<file path="config.mk">
export PLATFORM = sky130hd
export DESIGN_NAME = pn3_fade
export DESIGN_NICKNAME = d
export VERILOG_FILES = /design/src/hdl/pn3_pkg.sv /design/src/hdl/pn3_fade.sv
export SDC_FILE = /design/constraint.sdc
export NUM_CORES = 2
export LEC_CHECK = 0
export ABC_AREA = 1
export BUFFER_PORTS_ARGS = -buffer_cell sky130_fd_sc_hd__clkbuf_2
export CAP_MARGIN = 25
export CORE_AREA = 2 2 352 319
export CTS_BUF_LIST = sky130_fd_sc_hd__clkbuf_8
export CTS_CLUSTER_DIAMETER = 40
export CTS_CLUSTER_SIZE = 24
export DETAILED_ROUTE_END_ITERATION = 10
export DIE_AREA = 0 0 354 321
export GPL_TIMING_DRIVEN = 0
export PLACE_DENSITY = 0.54
export SLEW_MARGIN = 10
export SYNTH_ARGS = -nofsm -noshare
export SYNTH_HDL_FRONTEND = slang
export SYNTH_SLANG_ARGS = --single-unit
</file>
<file path="constraint.sdc">
create_clock -name clk -period 5.2 [get_ports clk]
set_input_delay 0.52 -clock clk [delete_from_list [all_inputs] [get_ports clk]]
set_output_delay 0.52 -clock clk [all_outputs]
set_load 0.03 [all_outputs]
</file>
<file path="src/hdl/pn3_pkg.sv">
// ----------------------------------------------------------------------------
// pn3_pkg
// Shared constants, types and the permutation table for the 3D noise block.
// ----------------------------------------------------------------------------
`default_nettype none
package pn3_pkg;
  localparam int unsigned COORD_W   = 24;
  localparam int unsigned OUT_W     = 18;
  localparam int unsigned FRAC_BITS_DEF = 16;
  localparam int unsigned PERM_SIZE_DEF = 256;
  localparam int unsigned Q_W       = 16;
  // Dot products and blended values live in [-2.0, 2.0] plus margin: Q4.16 signed.
  localparam int unsigned VAL_W     = 20;

  typedef logic signed [VAL_W-1:0] val_t;
  typedef logic [Q_W-1:0] frac_t;
  typedef logic [7:0] cell_t;

  function automatic logic [7:0] perm_rom(input logic [7:0] idx);
    logic [7:0] rom [256];
    rom = '{
      8'd151,8'd160,8'd137,8'd91,8'd90,8'd15,8'd131,8'd13,8'd201,8'd95,8'd96,8'd53,8'd194,
      8'd233,8'd7,8'd225,8'd140,8'd36,8'd103,8'd30,8'd69,8'd142,8'd8,8'd99,8'd37,8'd240,
      8'd21,8'd10,8'd23,8'd190,8'd6,8'd148,8'd247,8'd120,8'd234,8'd75,8'd0,8'd26,8'd197,
      8'd62,8'd94,8'd252,8'd219,8'd203,8'd117,8'd35,8'd11,8'd32,8'd57,8'd177,8'd33,8'd88,
      8'd237,8'd149,8'd56,8'd87,8'd174,8'd20,8'd125,8'd136,8'd171,8'd168,8'd68,8'd175,
      8'd74,8'd165,8'd71,8'd134,8'd139,8'd48,8'd27,8'd166,8'd77,8'd146,8'd158,8'd231,
      8'd83,8'd111,8'd229,8'd122,8'd60,8'd211,8'd133,8'd230,8'd220,8'd105,8'd92,8'd41,
      8'd55,8'd46,8'd245,8'd40,8'd244,8'd102,8'd143,8'd54,8'd65,8'd25,8'd63,8'd161,8'd1,
      8'd216,8'd80,8'd73,8'd209,8'd76,8'd132,8'd187,8'd208,8'd89,8'd18,8'd169,8'd200,
      8'd196,8'd135,8'd130,8'd116,8'd188,8'd159,8'd86,8'd164,8'd100,8'd109,8'd198,8'd173,
      8'd186,8'd3,8'd64,8'd52,8'd217,8'd226,8'd250,8'd124,8'd123,8'd5,8'd202,8'd38,8'd147,
      8'd118,8'd126,8'd255,8'd82,8'd85,8'd212,8'd207,8'd206,8'd59,8'd227,8'd47,8'd16,8'd58,
      8'd17,8'd182,8'd189,8'd28,8'd42,8'd223,8'd183,8'd170,8'd213,8'd119,8'd248,8'd152,
      8'd2,8'd44,8'd154,8'd163,8'd70,8'd221,8'd153,8'd101,8'd155,8'd167,8'd43,8'd172,8'd9,
      8'd129,8'd22,8'd39,8'd253,8'd19,8'd98,8'd108,8'd110,8'd79,8'd113,8'd224,8'd232,
      8'd178,8'd185,8'd112,8'd104,8'd218,8'd246,8'd97,8'd228,8'd251,8'd34,8'd242,8'd193,
      8'd238,8'd210,8'd144,8'd12,8'd191,8'd179,8'd162,8'd241,8'd81,8'd51,8'd145,8'd235,
      8'd249,8'd14,8'd239,8'd107,8'd49,8'd192,8'd214,8'd31,8'd181,8'd199,8'd106,8'd157,
      8'd184,8'd84,8'd204,8'd176,8'd115,8'd121,8'd50,8'd45,8'd127,8'd4,8'd150,8'd254,
      8'd138,8'd236,8'd205,8'd93,8'd222,8'd114,8'd67,8'd29,8'd24,8'd72,8'd243,8'd141,
      8'd128,8'd195,8'd78,8'd66,8'd215,8'd61,8'd156,8'd180};
    return rom[idx];
  endfunction

  // Gradient dot product for one corner, selected by the low four hash bits.
  function automatic val_t corner_grad(input logic [7:0] hash, input val_t dx,
                                       input val_t dy, input val_t dz);
    logic [3:0] h;
    val_t u;
    val_t v;
    val_t su;
    val_t sv;
    h  = hash[3:0];
    u  = (h < 4'd8) ? dx : dy;
    v  = (h < 4'd4) ? dy : (((h == 4'd12) || (h == 4'd14)) ? dx : dz);
    su = h[0] ? -u : u;
    sv = h[1] ? -v : v;
    return su + sv;
  endfunction
endpackage
`default_nettype wire

</file>
<file path="src/hdl/pn3_fade.sv">
// ----------------------------------------------------------------------------
// pn3_fade
// Three-stage quintic fade 6t^5 - 15t^4 + 10t^3 on a 16-bit fraction.
// ----------------------------------------------------------------------------
`default_nettype none
module pn3_fade
  import pn3_pkg::*;
(
  input  wire logic  clk,
  input  wire logic  en,
  input  wire frac_t t_in,
  output frac_t      fade_out
);
  frac_t       t1_r;
  frac_t       sq_r;
  frac_t       cube_r;
  logic [19:0] poly_r;
  logic [31:0] prod;
  logic [31:0] sq_full;
  logic [31:0] cube_full;
  logic [19:0] poly_nxt;

  assign sq_full   = 32'(t_in) * 32'(t_in);
  assign cube_full = 32'(sq_r) * 32'(t1_r);
  // Polynomial 6t^2 - 15t + 10 is always positive and below 2^20.
  assign poly_nxt  = 20'(21'(sq_r) * 21'd6 + 21'd655360 - 21'(t1_r) * 21'd15);
  // The fade never reaches one, so the weighted product stays below 2^32.
  assign prod      = 32'(cube_r) * 32'(poly_r);

  // Stage one squares, stage two cubes, stage three weights.
  always_ff @(posedge clk) begin
    if (en) begin
      t1_r     <= t_in;
      sq_r     <= sq_full[31:16];
      cube_r   <= cube_full[31:16];
      poly_r   <= poly_nxt;
      fade_out <= prod[31:16];
    end
  end
endmodule
`default_nettype wire

</file>
Yosys cells after proc, flatten, opt, wreduce, memory -nomap -nowiden. Cells that the tools add are included. W data, S select, Z words.

$add $sub $neg: 2. Multipliers: 5.

Operator list (number): $mul A16 B16 Y32 (2); $mul A16 B20 Y32 (1); $add A19 B20 Y20 const B (1); $mul A16 B4 Y20 const B (1); $sub A20 B20 Y20 (1); $mul A16 B2 Y18 const B (1).

Bits in registers: 84. Input port bits: 18. Output and inout bits: 16. Word-level logic and storage cells: 12.

Depth between registers and ports, before layout.
Depth in word-level cells: 3. Depth in mapped cells: 27. Depth with buffers taken out: 25.

Worst setup path after synthesis. No wires, ideal clock.

Path type: input-to-reg. From: input t_in[13]. To: register sq_r[4] (data pin). Library setup time: 0.259 ns. Arrival time: 5.257 ns. Required time: 4.941 ns. Path slack: -0.316 ns. Cell stages on the path: 20. Path buffers: 2. Cells stage by stage: clkbuf_1 -> clkbuf_1 -> nand2_1 -> fa_1 -> fa_1 -> inv_1 -> fa_1 -> fa_1 -> fa_1 -> inv_1 -> fa_1 -> inv_1 -> ha_1 -> nand2_1 -> nor2_1 -> inv_1 -> nor2_1 -> nand4_1 -> nand3_1 -> xor2_1.

Longest elaborated chain between the ends: 1.

Ends and longest elaborated chain: from (decl) (RTL line pn3_fade.sv:11) `input wire frac_t t_in,`; $mul A16 B16 Y32 (RTL line pn3_fade.sv:23) `assign sq_full = 32'(t_in) * 32'(t_in);`; net sq_full[20] (RTL line pn3_fade.sv:19) `logic [31:0] sq_full;`; to (signal assigned) (RTL line pn3_fade.sv:34) `sq_r <= sq_full[31:16];`; to (decl) (RTL line pn3_fade.sv:15) `frac_t sq_r;`.

The timed path passes the listed nets, and every way through them passes these cells. A chain may end at the register's enable or synchronous reset.

Final worst setup path.
From: register t1_r[2]. To: register cube_r[15] (data pin).

Longest elaborated chain between the ends: 1.

Ends and longest elaborated chain: from (decl) (RTL line pn3_fade.sv:14) `frac_t t1_r;`; from (signal assigned) (RTL line pn3_fade.sv:33) `t1_r <= t_in;`; $mul A16 B16 Y32 (RTL line pn3_fade.sv:24) `assign cube_full = 32'(sq_r) * 32'(t1_r);`; net cube_full[31] (RTL line pn3_fade.sv:20) `logic [31:0] cube_full;`; to (signal assigned) (RTL line pn3_fade.sv:35) `cube_r <= cube_full[31:16];`; to (decl) (RTL line pn3_fade.sv:16) `frac_t cube_r;`.

The timed path passes the listed nets, and every way through them passes these cells.

==> impl_results.md <==
- Antenna violations before repair: 1
- GRT overflow: 0
- Reg2reg setup slack: -420 ps
- Clock latency on the worst-skew pair: approximately 430 ps
- Worst hold path depth: 1
- Req. time, crit path: approximately 5400 ps
- Max Slew Vio Count: 0
- Mapped Area: roughly 33000 µm²
- Outcome: finished with violations
- DIE WIDTH: between 300 and 400 µm
- First-pass GRT wire length: ~160000 µm
- H-tree depth: 3
- Share of cells above drive strength 1: a little over a fifth
- Diode count: 0
- Row count: 116
- Final Hold Viols: 0
- CP max-delay cell: fa_2
- TritonCTS clock tree: done
- CTS Root Cell: clkbuf_8
- Buffer depth of the longest clock path: 2
- CTS clk-pin slew, worst paths: 100 ps
- WP data arrival: approximately 5800 ps
- Yosys Warn Count: 0
- WHS: 267 ps
- TritonRoute pass-1 iters: 6
- Crit-path max cell delay: around 600 ps
- Max FO, Critical Path: 9
- Crit end category: flop
- Fin crit period: 5620 ps
- Die height: 321 µm
- Fin util: between 30 and 40%
- HP Start: t_in[7]
- Hold EP: t1_r[7]
- Clock sinks: 84
- Flops & latches, synth: between 80 and 90
- Area delta synth->final: 25.9%
- Synth top area cells: fa_1, inv_1, nand2_1
- Pin count of the biggest net entering global routing: 52
- Setup crit start kind: flop
- Post-Layout Cell Count: between 6000 and 7000
- Critical R2R Capture: cube_r[15]
- R2r worst-path depth: 21
- WS Path Type: flop to flop
- Relative slew slack: 46.9%
- Final ANT Viol Nets: 0
- Post-Place Cells: between 5000 and 6000
- Vias in the first global route: around 28000
- Vias/cell: 4.51
- DIE AREA: ~110000 µm²
- Post-Synthesis Cells: 4299
- Cell Chain, Critical Path: clkbuf_8 -> clkbuf_16 -> nand2_1 -> fa_2 -> fa_1 -> fa_2 -> inv_2 -> fa_1 -> fa_1 -> inv_1 -> fa_2 -> inv_2 -> ha_4 -> nand2_8 -> nor2_4 -> nor3b_4 -> nand2_1 -> nand2_2 -> nand2_2 -> nand3b_1 -> nand2_1
- Seq/Total Area, Yosys: approximately 7.7%
- Fmax: approximately 180 MHz
- Starting DRC count in detailed routing: ~1500
- Layout Skew: approximately 17 ps
- Total CTS buffers: 9
- RSZ-0062 raised after global routing: true
- DR vias: approximately 27000
- Yosys top cell by area: fa_1
- IO Pins: 34
- Drt wl/cell: approximately 16 µm
- Setup slack after layout: -420 ps
- Setup tns final: -8490 ps
- Failing checks: negative setup slack
- GRT Overall Usage: approximately 18%
- MaxCap Viol Count: 0
- Finish-stage setup viols: 38
- # DRC: 0
- Worst-Margin Slew: roughly 800 ps
- Min-Delay Path Class: input port to flop
- Post-synthesis net count: around 5300
- Initial Util: around 30%
- HPWL Detailed: between 70000 and 80000 µm
- Core region area: about 110000 µm²
- Port bufs: 33
- Nets: 5554
- Final GP Congestion: around 0.91
- Distinct cells, synth: 37
- Syn avg cell area: between 7 and 8 µm²
- WL final: just under 100000 µm
- FF-to-FF Start: t1_r[2]
- Period utilisation layout: 108%
- Share of the synthesized area in the top cell type: 39.4%
-- state kept, by name, summed over array words and instances, names as in the netlist --
name / cells
poly_r: 20
fade_out: 16
sq_r: 16
t1_r: 16
cube_r: 16
-- how the worst max path moves through the flow --
stage | slack [ps] | start | cells past startpoint | to
2_1_floorplan | -20 | t_in[10] | 26 | sq_r[5]
3_3_place_gp | -1510 | t_in[6] | 21 | sq_r[10]
3_5_place_dp | -1510 | t_in[6] | 21 | sq_r[10]
4_1_cts | -400 | t1_r[5] | 22 | cube_r[6]
5_1_grt | -600 | sq_r[5] | 24 | cube_r[5]
6_report | -420 | t1_r[2] | 21 | cube_r[15]
-- synth_stat cells, drive strengths merged --
| cell | instances |
|---|---|
| nand3b | 3 |
| nor3 | 14 |
| inv | 1290 |
| nand3 | 95 |
| o21ai | 86 |
| a31oi | 4 |
| nand2 | 1170 |
| and2 | 6 |
| nor3b | 2 |
| clkbuf | 150 |
| nor4 | 3 |
| edfxtp | 84 |
| fa | 646 |
| nor2 | 162 |
| o21a | 5 |
| xnor2 | 12 |
| o21bai | 10 |
| a21o | 6 |
| xor2 | 39 |
| or2 | 2 |
| ha | 343 |
| a21oi | 131 |
| and3 | 3 |
| a21boi | 2 |
| buf | 9 |
| o211ai | 2 |
| nand4 | 20 |
-- cells in the final DEF (no fill, tap or decap), drive strengths merged, types with 3 or more instances in the layout --
master,count
buf,274
and3,3
clkbuf,131
a21o,6
xor2,39
o21bai,10
edfxtp,84
xnor2,12
fa,646
o21ai,86
o21a,5
and2,6
nor2,162
inv,1294
nand3b,3
ha,343
nor4,3
nor3,14
nand2,1170
nand3,95
nand4,20
a21oi,131
a31oi,4
-- cell families (layout without fill, tap and decap cells) --
group | count (synthesis) | after routing | share of synthesized area, %
simple gates | 1480 | 1480 | 17.8
flops | 84 | 84 | 7.69
xor+xnor | 51 | 51 | 1.36
buf+inv | 1449 | 1702 | 16.6
compound gates | 246 | 246 | 4.00
fa+ha+maj | 989 | 989 | 52.5
-- stage by stage --
stage                     worst slack, ps  instance area [µm²]
final                                -420                41300
after global routing                 -603                41300
after global placement              -1510                35300
after floorplan                     -18.4                33300
after CTS                            -398                39600
after detailed placement            -1510                35300
-- layout make-up --
type / instances / area [µm²]
inverters: 1290 / 4850
fillers: 11400 / 69000
clock buffers: 9 / 124
flip-flops and latches: 84 / 2520
repair buffers: 260 / 2320
well taps: 1475 / 1850
clock inverters: 7 / 80.1
plain buffers: 136 / 2010
multi-input cells: 2766 / 27500
-- timing repair --
action | CTS | global route
setup endpoints to repair | 48 | 53
setup buffers | 156 | 68
cloned | 0 | 3
hold buffers | 0 | 0
resized for setup | 740 | 380
pin swaps | 240 | 278
-- worst max-delay path: cells and delay by family, from the launching register on --
kind,cells,cell delay [ps]
simple gates,9,880
buf+inv,5,510
fa+ha+maj,7,3450
flops,1,500
-- per-layer routing --
layer / vias up / wire, µm / GRT usage [%] / share of wire, %
met1: 13500 / 44300 / 24.5 / 45
met4: 0 / 1960 / 3.33 / 2.0
li1: 12900 / - / - / -
met2: 726 / 46900 / 30.0 / 47
met3: 109 / 6020 / 2.05 / 6.1
met5: - / 0 / 0 / 0
Power is left out: the tool's default activity adds up to more than one toggle a clock period on the data nets, which glitch-free logic cannot reach.
