`config.mk`:
```
export PLATFORM = sky130hd
export DESIGN_NAME = pn3_lerp
export DESIGN_NICKNAME = d
export VERILOG_FILES = /design/src/hdl/pn3_pkg.sv /design/src/hdl/pn3_lerp.sv
export SDC_FILE = /design/constraint.sdc
export NUM_CORES = 1
export LEC_CHECK = 0
export BUFFER_PORTS_ARGS = -buffer_cell sky130_fd_sc_hd__buf_4
export CAP_MARGIN = 20
export CORE_MARGIN = 8
export CORE_UTILIZATION = 50
export DETAILED_ROUTE_END_ITERATION = 10
export GPL_ROUTABILITY_DRIVEN = 1
export GPL_TIMING_DRIVEN = 1
export PLACE_DENSITY = 0.72
export SYNTH_ARGS = -nofsm -noshare
export SYNTH_HDL_FRONTEND = slang
export SYNTH_SLANG_ARGS = --single-unit
```
`constraint.sdc`:
```
create_clock -name clk -period 17.8 [get_ports clk]
set_input_delay 3.56 -clock clk [delete_from_list [all_inputs] [get_ports clk]]
set_output_delay 3.56 -clock clk [all_outputs]
set_load 0.01 [all_outputs]
```
`src/hdl/pn3_pkg.sv`:
```
// ----------------------------------------------------------------------------
// pn3_pkg
// Shared constants, types and the permutation table for the 3D noise block.
// ----------------------------------------------------------------------------
`default_nettype none
package pn3_pkg;
  localparam int unsigned COORD_W   = 24;
  localparam int unsigned OUT_W     = 18;
  localparam int unsigned FRAC_BITS_DEF = 16;
  localparam int unsigned PERM_SIZE_DEF = 256;
  localparam int unsigned Q_W       = 16;
  // Dot products and blended values live in [-2.0, 2.0] plus margin: Q4.16 signed.
  localparam int unsigned VAL_W     = 20;

  typedef logic signed [VAL_W-1:0] val_t;
  typedef logic [Q_W-1:0] frac_t;
  typedef logic [7:0] cell_t;

  function automatic logic [7:0] perm_rom(input logic [7:0] idx);
    logic [7:0] rom [256];
    rom = '{
      8'd151,8'd160,8'd137,8'd91,8'd90,8'd15,8'd131,8'd13,8'd201,8'd95,8'd96,8'd53,8'd194,
      8'd233,8'd7,8'd225,8'd140,8'd36,8'd103,8'd30,8'd69,8'd142,8'd8,8'd99,8'd37,8'd240,
      8'd21,8'd10,8'd23,8'd190,8'd6,8'd148,8'd247,8'd120,8'd234,8'd75,8'd0,8'd26,8'd197,
      8'd62,8'd94,8'd252,8'd219,8'd203,8'd117,8'd35,8'd11,8'd32,8'd57,8'd177,8'd33,8'd88,
      8'd237,8'd149,8'd56,8'd87,8'd174,8'd20,8'd125,8'd136,8'd171,8'd168,8'd68,8'd175,
      8'd74,8'd165,8'd71,8'd134,8'd139,8'd48,8'd27,8'd166,8'd77,8'd146,8'd158,8'd231,
      8'd83,8'd111,8'd229,8'd122,8'd60,8'd211,8'd133,8'd230,8'd220,8'd105,8'd92,8'd41,
      8'd55,8'd46,8'd245,8'd40,8'd244,8'd102,8'd143,8'd54,8'd65,8'd25,8'd63,8'd161,8'd1,
      8'd216,8'd80,8'd73,8'd209,8'd76,8'd132,8'd187,8'd208,8'd89,8'd18,8'd169,8'd200,
      8'd196,8'd135,8'd130,8'd116,8'd188,8'd159,8'd86,8'd164,8'd100,8'd109,8'd198,8'd173,
      8'd186,8'd3,8'd64,8'd52,8'd217,8'd226,8'd250,8'd124,8'd123,8'd5,8'd202,8'd38,8'd147,
      8'd118,8'd126,8'd255,8'd82,8'd85,8'd212,8'd207,8'd206,8'd59,8'd227,8'd47,8'd16,8'd58,
      8'd17,8'd182,8'd189,8'd28,8'd42,8'd223,8'd183,8'd170,8'd213,8'd119,8'd248,8'd152,
      8'd2,8'd44,8'd154,8'd163,8'd70,8'd221,8'd153,8'd101,8'd155,8'd167,8'd43,8'd172,8'd9,
      8'd129,8'd22,8'd39,8'd253,8'd19,8'd98,8'd108,8'd110,8'd79,8'd113,8'd224,8'd232,
      8'd178,8'd185,8'd112,8'd104,8'd218,8'd246,8'd97,8'd228,8'd251,8'd34,8'd242,8'd193,
      8'd238,8'd210,8'd144,8'd12,8'd191,8'd179,8'd162,8'd241,8'd81,8'd51,8'd145,8'd235,
      8'd249,8'd14,8'd239,8'd107,8'd49,8'd192,8'd214,8'd31,8'd181,8'd199,8'd106,8'd157,
      8'd184,8'd84,8'd204,8'd176,8'd115,8'd121,8'd50,8'd45,8'd127,8'd4,8'd150,8'd254,
      8'd138,8'd236,8'd205,8'd93,8'd222,8'd114,8'd67,8'd29,8'd24,8'd72,8'd243,8'd141,
      8'd128,8'd195,8'd78,8'd66,8'd215,8'd61,8'd156,8'd180};
    return rom[idx];
  endfunction

  // Gradient dot product for one corner, selected by the low four hash bits.
  function automatic val_t corner_grad(input logic [7:0] hash, input val_t dx,
                                       input val_t dy, input val_t dz);
    logic [3:0] h;
    val_t u;
    val_t v;
    val_t su;
    val_t sv;
    h  = hash[3:0];
    u  = (h < 4'd8) ? dx : dy;
    v  = (h < 4'd4) ? dy : (((h == 4'd12) || (h == 4'd14)) ? dx : dz);
    su = h[0] ? -u : u;
    sv = h[1] ? -v : v;
    return su + sv;
  endfunction
endpackage
`default_nettype wire

```
`src/hdl/pn3_lerp.sv`:
```
// ----------------------------------------------------------------------------
// pn3_lerp
// Registered blend a + floor(w * (b - a) / 2^16).
// ----------------------------------------------------------------------------
`default_nettype none
module pn3_lerp
  import pn3_pkg::*;
(
  input  wire logic  clk,
  input  wire logic  en,
  input  wire frac_t w,
  input  wire val_t  a,
  input  wire val_t  b,
  output val_t       y
);
  logic signed [VAL_W:0]      diff;
  logic signed [VAL_W+17:0]   prod;
  assign diff = (VAL_W+1)'(b) - (VAL_W+1)'(a);
  assign prod = (VAL_W+18)'(diff) * $signed({2'b00, w});

  // Arithmetic shift gives the floor of the scaled difference.
  always_ff @(posedge clk) begin
    if (en) begin
      y <= a + VAL_W'(prod >>> Q_W);
    end
  end
endmodule
`default_nettype wire
```
---- Yosys cells after proc, flatten, opt, wreduce, memory -nomap -nowiden ----
Index checks and enable logic that the tools add are counted.
operators by class
  $add $sub $neg .......................... 2
  $mul .................................... 1
operator list
  operator          number
  $mul A21 B17 Y36  1
  $sub A20 B20 Y21  1
  $add A20 B20 Y20  1
storage, ports and cells
  flip-flop bits (word level) ............. 20
  bits of input ports ..................... 58
  output and inout port bits .............. 20
  word-level logic and storage cells ...... 4

---- Logic depth before layout (Yosys ltp) ----
Gate-level depths: netlist of the first run.
  word-level depth ........................ 3
  gate-level depth with buffers ........... 43
  depth with buffers taken out ............ 42

---- Worst setup path after synthesis of the first run ----
No wires, ideal clock.
  path type ............................... input to register
  start point ............................. in b[0]
  end point ............................... reg y[19] (data pin)
  setup time .............................. 263 ps
  arrival ................................. 12202 ps
  data required time ...................... 17537 ps
  slack ................................... 5335 ps
  stages .................................. 41
  path buffers ............................ 1
  path through ............................ inv_1 ha_1 fa_1 nor2b_1 o31a_2 o41ai_4 o21ai_0 xor2_1 clkbuf_1 nand2_1 fa_1 fa_1 inv_1 fa_1 inv_1 fa_1 inv_1 fa_1 [... 5 more ...] a21o_1 a21oi_1 a21boi_1 o21ai_1 nand2_1 nand2_1 o21ai_0 xor2_1 ha_1 a2111oi_0 o211ai_1 nand3b_1 a31oi_1 a221o_1 nand3_1 a31oi_1 xnor3_1 xnor2_1
between the ends
  longest elaborated chain between the ends .. 3
ends and longest elaborated chain
  item                    RTL line        source
  start: declaration      pn3_lerp.sv:13  input wire val_t b,
  $sub A20 B20 Y21        pn3_lerp.sv:18  assign diff = (VAL_W+1)'(b) - (VAL_W+1)'(a);
  $mul A21 B17 Y36        pn3_lerp.sv:19  assign prod = (VAL_W+18)'(diff) * $signed({2'b00, w});
  $add A20 B20 Y20        pn3_lerp.sv:24  y <= a + VAL_W'(prod >>> Q_W);
  end signal: assignment  pn3_lerp.sv:24
  end: declaration        pn3_lerp.sv:14  output val_t y
No other way between the ends.
A chain may end at the register's enable or synchronous reset.

---- Worst setup path in the final report of the first run ----
  start point ............................. in a[0]
  end point ............................... reg y[19] (data pin)
between the ends
  longest elaborated chain between the ends .. 3
ends and longest elaborated chain
  item                  RTL line        source
  start: declaration    pn3_lerp.sv:12  input wire val_t a,
  $sub A20 B20 Y21      pn3_lerp.sv:18
  $mul A21 B17 Y36      pn3_lerp.sv:19
  $add A20 B20 Y20 (*)  pn3_lerp.sv:24
Mark *: on every way between the ends. The rest lies on a longest branch, timed or not.

==> qor.yml, run 1 <==
cts.htree.levels: 1
syn-cell-area_um2: 15280
clockRootBuffer: "clkbuf_16"
path_class: "in -> reg"
startpoint: "a[0]"
drt-total-wl_um: 37420
yosys_warnings: 0
hp-start: "a[0]"
syn_area_per_cell_um2: 8.558
die_y_um: 190.8
cts_buffers: 3
drc: 0
crit_path_frequent_cell: "fa_1"
die-width_um: 190.8
status: "finished clean"
cts.path.max_buffers: 2
fp-row-count: 64
min_period_ps: 13560
hold_path_class: "in -> reg"
grt_max_degree: 38
detail-route-antenna-nets: 0
vias: 11776
largest_reg_flops: 20
final_cells: 2202
seq_area_frac_synth_pct: 3.929
die-area_um2: 36420
cpPeakStageDelay_ps: 760
setup_violations: 0
arrival_ps: 13570
ys_ff_latch: 20
hold_viol: 0
largestRegisters: "y: 20 flops"
clkSinkCount: 20
critPathCaptureType: "register"
cpMaxStageDelayCell: "xnor2_2"
drtPass1Iterations: 5
ys.flop_type: "edfxtp_1"
synthToLayoutAreaGrowth_pct: 6.434
via_per_inst: 5.348
portBuffers: 77
maxSlewHeadroom_pct: 35.94
diodes: 0
rsz0062_at_grt: "false"
grt_usage_pct: 21.14
drv_cap: 0
synth_edf_count: 20
dp.cells: 2199
worst_slew_pin_slew_ps: 956.2
gp_congestion: 0.9093
async_reset_ff_share_pct: 0
max_freq_ghz: 0.07372
synth_cell_types: 72
syn_inst: 1786
finalCritPeriodShare_pct: 76.20
coreArea_um2: 30350
cts_resized: 0
nets: 2319
regMostFlops: "y"
wl_per_cell_um: 16.99
grt_overflow_total: 0
cp_max_fo: 16
first_iter_violations: 733
syn_nets: 2297
drv_slew: 0
start_util_pct: 50.36
finalSetupTns_ps: 0
antenna_found_initial: 1
grt_pass1_wl_um: 62160
startpoint_type: "input port"
path_clk_slew_ps: 60
cp.required_ps: 17810
cts_setup_buffers: 0
cts_tree: "yes"
io_pins: 78
layout-drive-gt1-share_pct: 7.586
grt_pass1_vias: 12572
post-dp-hpwl_um: 30410
cts_hold_buf: 0
## cell usage after synthesis, types with 33 or more instances
library cell / instances / area [µm²]
a21oi_1: 53 / 265.3
and2_1: 110 / 688.2
clkbuf_1: 59 / 221.5
fa_1: 323 / 6466
ha_1: 130 / 1627
inv_1: 431 / 1618
nand2_1: 227 / 852.1
nand3_1: 33 / 165.2
nor2_1: 43 / 161.4
nor2b_1: 33 / 206.5
nor3_1: 36 / 180.2
o21ai_0: 34 / 170.2
xnor2_1: 43 / 376.6
## stage by stage
step                instance area, µm²  utilization (%)  worst slack [ps]  hold slack (ps)
finish                           16270            53.60              4236             3615
global route                     16270            53.60              3635             3627
floorplan                        15280                -              5335             3673
detailed placement               16190            53.36              3959             3890
CTS                              16270            53.60              4222             3619
global placement                 16190            53.36              4066             3892
## worst max-delay path, delay by kind of cell
| family | cells | cell delay (ps) |
|---|---|---|
| simple gates | 9 | 1940 |
| xor+xnor | 4 | 1380 |
| compound gates | 9 | 2120 |
| fa+ha+maj | 10 | 4220 |
| buf+inv | 5 | 350 |
## per-layer routing
metal | vias up | routed length (µm) | global-route usage [%]
li1 | 5439 | - | -
met1 | 5954 | 15320 | 26.57
met2 | 308 | 19010 | 37.30
met3 | 75 | 1805 | 2.451
met4 | 0 | 1280 | 6.891
met5 | - | 0 | 0
## area by class of cell
type                    count  area [µm²]
multi-input cells        1256       12760
repair buffers             96       720.7
flip-flops and latches     20       600.6
clock buffers               3       75.07
inverters                 431        1618
fillers                  2759       14080
well taps                 396       495.5
## logic make-up after synthesis
group           count (synthesis)  share of synthesized area [%]
simple gates                  565                          18.52
buf+inv                       510                          12.87
flops                          20                          3.929
fa+ha+maj                     453                          52.95
mux                            16                          1.122
compound gates                163                          7.097
xor+xnor                       59                          3.520
## final timing paths
check                   end  slack [ps]  cells after the start
worst max-delay path  y[19]        4240                     37
worst min-delay path   y[0]        3620                      2
## layout by cell type, fill, tap and decap left out, types with 10 or more instances in the layout
cell type and count:
nor2b_1 33, xnor2_1 38, nand2_1 227, o21ai_0 34, and3_1 11, nand3_1 33
inv_1 431, nand2b_1 30, ha_1 130, fa_1 323, a21o_1 10, edfxtp_1 20
nor2_1 43, buf_4 96, or3_1 14, xor2_1 14, a21oi_1 52, and2_1 110
nor3_1 36
Power of run 1 is left out: the tool's default activity adds up to more than one toggle a clock period on the data nets, which glitch-free logic cannot reach.
==> run 2: changes to the inputs <==
PLACE_DENSITY = 0.75   (was 0.72)
clock period = 12.45 ns   (was 17.8 ns; I/O delays follow)
==> run 2 against run 1 <==
  * Clock-buffer cell count unchanged
  * Global-route usage increased by 0.52 points
  * Worst setup slack worse by 3900 ps
  * Sequential cell count unchanged
  * Cell count grew 0.82%
  * Via count is 2.5% higher
  * Cell area is 0.85% higher
  * First-iteration DRC count up 0.27%
  * Non-clock buffer count is 18 higher
  * Critical path type unchanged
  * Largest cell class unchanged
==> qor.yml, run 2 (synthesis results as in run 1) <==
status: "finished clean"
post-dp-hpwl_um: 31430
wl_per_cell_um: 17.40
use_met3_pct: 2.067
startpoint_type: "input port"
start_util_pct: 50.36
path_buf_inv: 6
drtPass1Iterations: 5
cts_tree: "yes"
largest_reg_flops: 20
die-width_um: 190.8
grt_usage_pct: 21.66
die_y_um: 190.8
maxSlewHeadroom_pct: 49.33
min_period_ps: 12060
clkSinkCount: 20
via_per_inst: 5.435
diodes: 0
fin_util_pct: 54.06
cp_top_family: "adder cells"
cp.required_ps: 12450
grt_max_degree: 30
gp_congestion: 0.8967
layout_commonest_cell: "inv_1"
setup_violations: 0
fp-row-count: 64
layout-drive-gt1-share_pct: 8.662
die-area_um2: 36420
drc: 0
whs_ps: 2542
cp_max_fo: 7
grt_overflow_total: 0
path_class: "in -> reg"
hold_path_class: "in -> reg"
crit_path_frequent_cell: "fa_1"
largestRegisters: "y: 20 flops"
cpPeakStageDelay_ps: 580
stdcell_area_um2: 16410
nFillCells: 2768
critPathCaptureType: "register"
worst_slew_pin_slew_ps: 760.0
multiInputGateArea_um2: 12760
dp.cells: 2216
drv_cap: 0
grt_pass1_vias: 12959
portBuffers: 77
cts_buffers: 3
antenna_found_initial: 0
regMostFlops: "y"
io_pins: 78
nets: 2337
grt_pass1_wl_um: 63470
regArea_um2: 600.6
place_area_um2: 16280
hold_viol: 0
final_cell_mix: "431 x inv_1, 323 x fa_1, 227 x nand2_1"
clockRootBuffer: "clkbuf_16"
synthToLayoutAreaGrowth_pct: 7.343
busiest_layer: "met2"
grtUsageMet2_pct: 39.68
max_freq_ghz: 0.08289
path_clk_slew_ps: 50
cts.path.max_buffers: 2
finalCritPeriodShare_pct: 96.90
cts_hold_buf: 0
final_cells: 2220
coreArea_um2: 30350
cpMaxStageDelayCell: "o31ai_1"
drv_slew: 0
first_iter_violations: 735
cts.htree.levels: 1
arrival_ps: 12060
detail-route-antenna-nets: 0
vias: 12065
use_met1_pct: 25.72
drt-total-wl_um: 38630
run 2: changes by cell type in the layout (fill, tap and decap cells not counted), moves of 2 or more:
cell     before  now
buf_4        96  114
o21ai_0      34   30
o21ai_1       4    8
xnor2_1      38   40
xnor2_2       6    4
run 2: repair_timing:
| action | 4_1_cts | 5_1_grt |
|---|---|---|
| gates resized for setup | 0 | 14 |
| setup endpoints to repair | 0 | 4 |
| setup buffers | 0 | 1 |
run 2: cell type report:
type,count,area share (%)
Multi-Input combinational cell,1256,77.79
Tap cell,396,3.020
Clock buffer,3,0.4576
Inverter,431,9.860
Timing Repair Buffer,114,5.216
Sequential cell,20,3.660
run 2: per-layer routing:
layer	part of all wire, %	wire (µm)
met4	4.3	1669
met3	5.3	2034
met1	38	14770
met2	52	20160
met5	0	0
run 2: path summary, 6_finish.rpt:
path	start	end	slack, ps	cells past startpoint
worst max-delay path	b[0]	y[19]	390	38
worst min-delay path	a[0]	y[0]	2540	2
run 2: through the flow:
step	worst slack, ps	TNS (ps)
final	385.7	0
after global routing	-40.83	-40.83
after CTS	56.60	0
after detailed placement	-120.3	-120.3
after global placement	306.5	0
after floorplan	1055	0
Power of run 2 is left out for the same reason.
==> run 3: changes to the inputs <==
CORE_UTILIZATION = 59   (was 50)
CTS_CLUSTER_SIZE = 30   (was default)
PLACE_DENSITY = 0.85   (was 0.75)
REMOVE_ABC_BUFFERS = 1   (was default)
==> run 3 against run 2 <==
  * Routed wire length grew 3.0%
  * Hold slack improved by 11 ps
  * Worst setup slack better by 110 ps
  * Fmax grew 0.91%
  * Cell count down 3.2%
  * Clock-buffer cell count unchanged
  * Non-clock buffer count decreased by 10
  * Highest routed layer unchanged
==> qor.yml, run 3 (synthesis results as in run 1) <==
path_class: "in -> reg"
cp.required_ps: 12460
cpPeakStageDelay_ps: 540
worst_slew_pin_slew_ps: 744.6
grt_usage_pct: 26.01
path_buf_inv: 9
nFillCells: 2074
crit_path_frequent_cell: "inv_1"
hold_viol: 0
drc: 0
fp-row-count: 59
drv_cap: 0
cpMaxStageDelayCell: "fa_1"
diodes: 0
portBuffers: 77
drv_slew: 0
die-area_um2: 31310
layout-drive-gt1-share_pct: 8.044
layout_commonest_cell: "inv_1"
synthToLayoutAreaGrowth_pct: 6.508
io_pins: 78
detail-route-antenna-nets: 0
drt-total-wl_um: 39790
grt_max_degree: 36
cts_hold_buf: 0
die_y_um: 177.0
arrival_ps: 11970
setup_violations: 0
startpoint_type: "input port"
cts_tree: "yes"
maxSlewHeadroom_pct: 50.01
grt_overflow_total: 0
via_per_inst: 5.718
path_clk_slew_ps: 60
die-width_um: 177.0
post-dp-hpwl_um: 32220
clkSinkCount: 20
status: "finished clean"
max_freq_ghz: 0.08364
cp_max_fo: 16
cts.path.max_buffers: 2
antenna_found_initial: 0
finalCritPeriodShare_pct: 96.03
gp_congestion: 0.9070
largest_reg_flops: 20
clockRootBuffer: "clkbuf_16"
min_period_ps: 11960
largestRegisters: "y: 20 flops"
cts.htree.levels: 1
wl_per_cell_um: 18.51
finalSetupTns_ps: 0
cts_buffers: 3
hold_path_class: "in -> reg"
regMostFlops: "y"
drtPass1Iterations: 6
first_iter_violations: 1022
fin_util_pct: 63.19
final_cell_mix: "431 x inv_1, 323 x fa_1, 227 x nand2_1"
cp_top_family: "adder cells"
nets: 2327
critPathCaptureType: "register"
grt_pass1_wl_um: 65160
coreArea_um2: 25760
grt_pass1_vias: 13331
start_util_pct: 59.33
rsz0062_at_grt: "false"
vias: 12294
==> run 3: final timing paths <==
| kind | start | endpoint | slack (ps) | cells after the start |
|---|---|---|---|---|
| setup / recovery | a[1] | y[19] | 490 | 44 |
| hold / removal | a[0] | y[0] | 2550 | 2 |
==> run 3: area by class of cell <==
class / count / area, µm² / share of cell area (%)
multi-input cells: 1256 / 12760 / 78.36
flip-flops and latches: 20 / 600.6 / 3.689
inverters: 431 / 1618 / 9.938
well taps: 335 / 419.2 / 2.575
repair buffers: 104 / 780.7 / 4.796
clock inverters: 1 / 30.03 / 0.1845
clock buffers: 3 / 75.07 / 0.4611
==> run 3: what timing repair did <==
item | in CTS | in global routing
buffers inserted | 0 | 0
gates resized for setup | 0 | 8
endpoints found under the setup margin | 0 | 3
==> run 3: per-stage QoR <==
stage                     hold slack (ps)  std cells  instance area [µm²]  worst slack (ps)
after detailed placement             2820       2146                16140             183.9
after global placement               2805       2146                16140             495.2
after CTS                            2554       2150                16240             406.8
after floorplan                      2603       1707                14940             998.3
final                                2554       2150                16280             494.3
after global routing                 2556       2150                16280             23.59
==> run 3: metal layers <==
layer	vias up	global-route usage, %	part of all wire [%]
met2	616	47.41	52
met4	0	12.64	5.5
met1	6095	29.80	35
met5	-	0	0
li1	5449	-	-
met3	134	3.008	7.6
Power of run 3 is left out for the same reason.
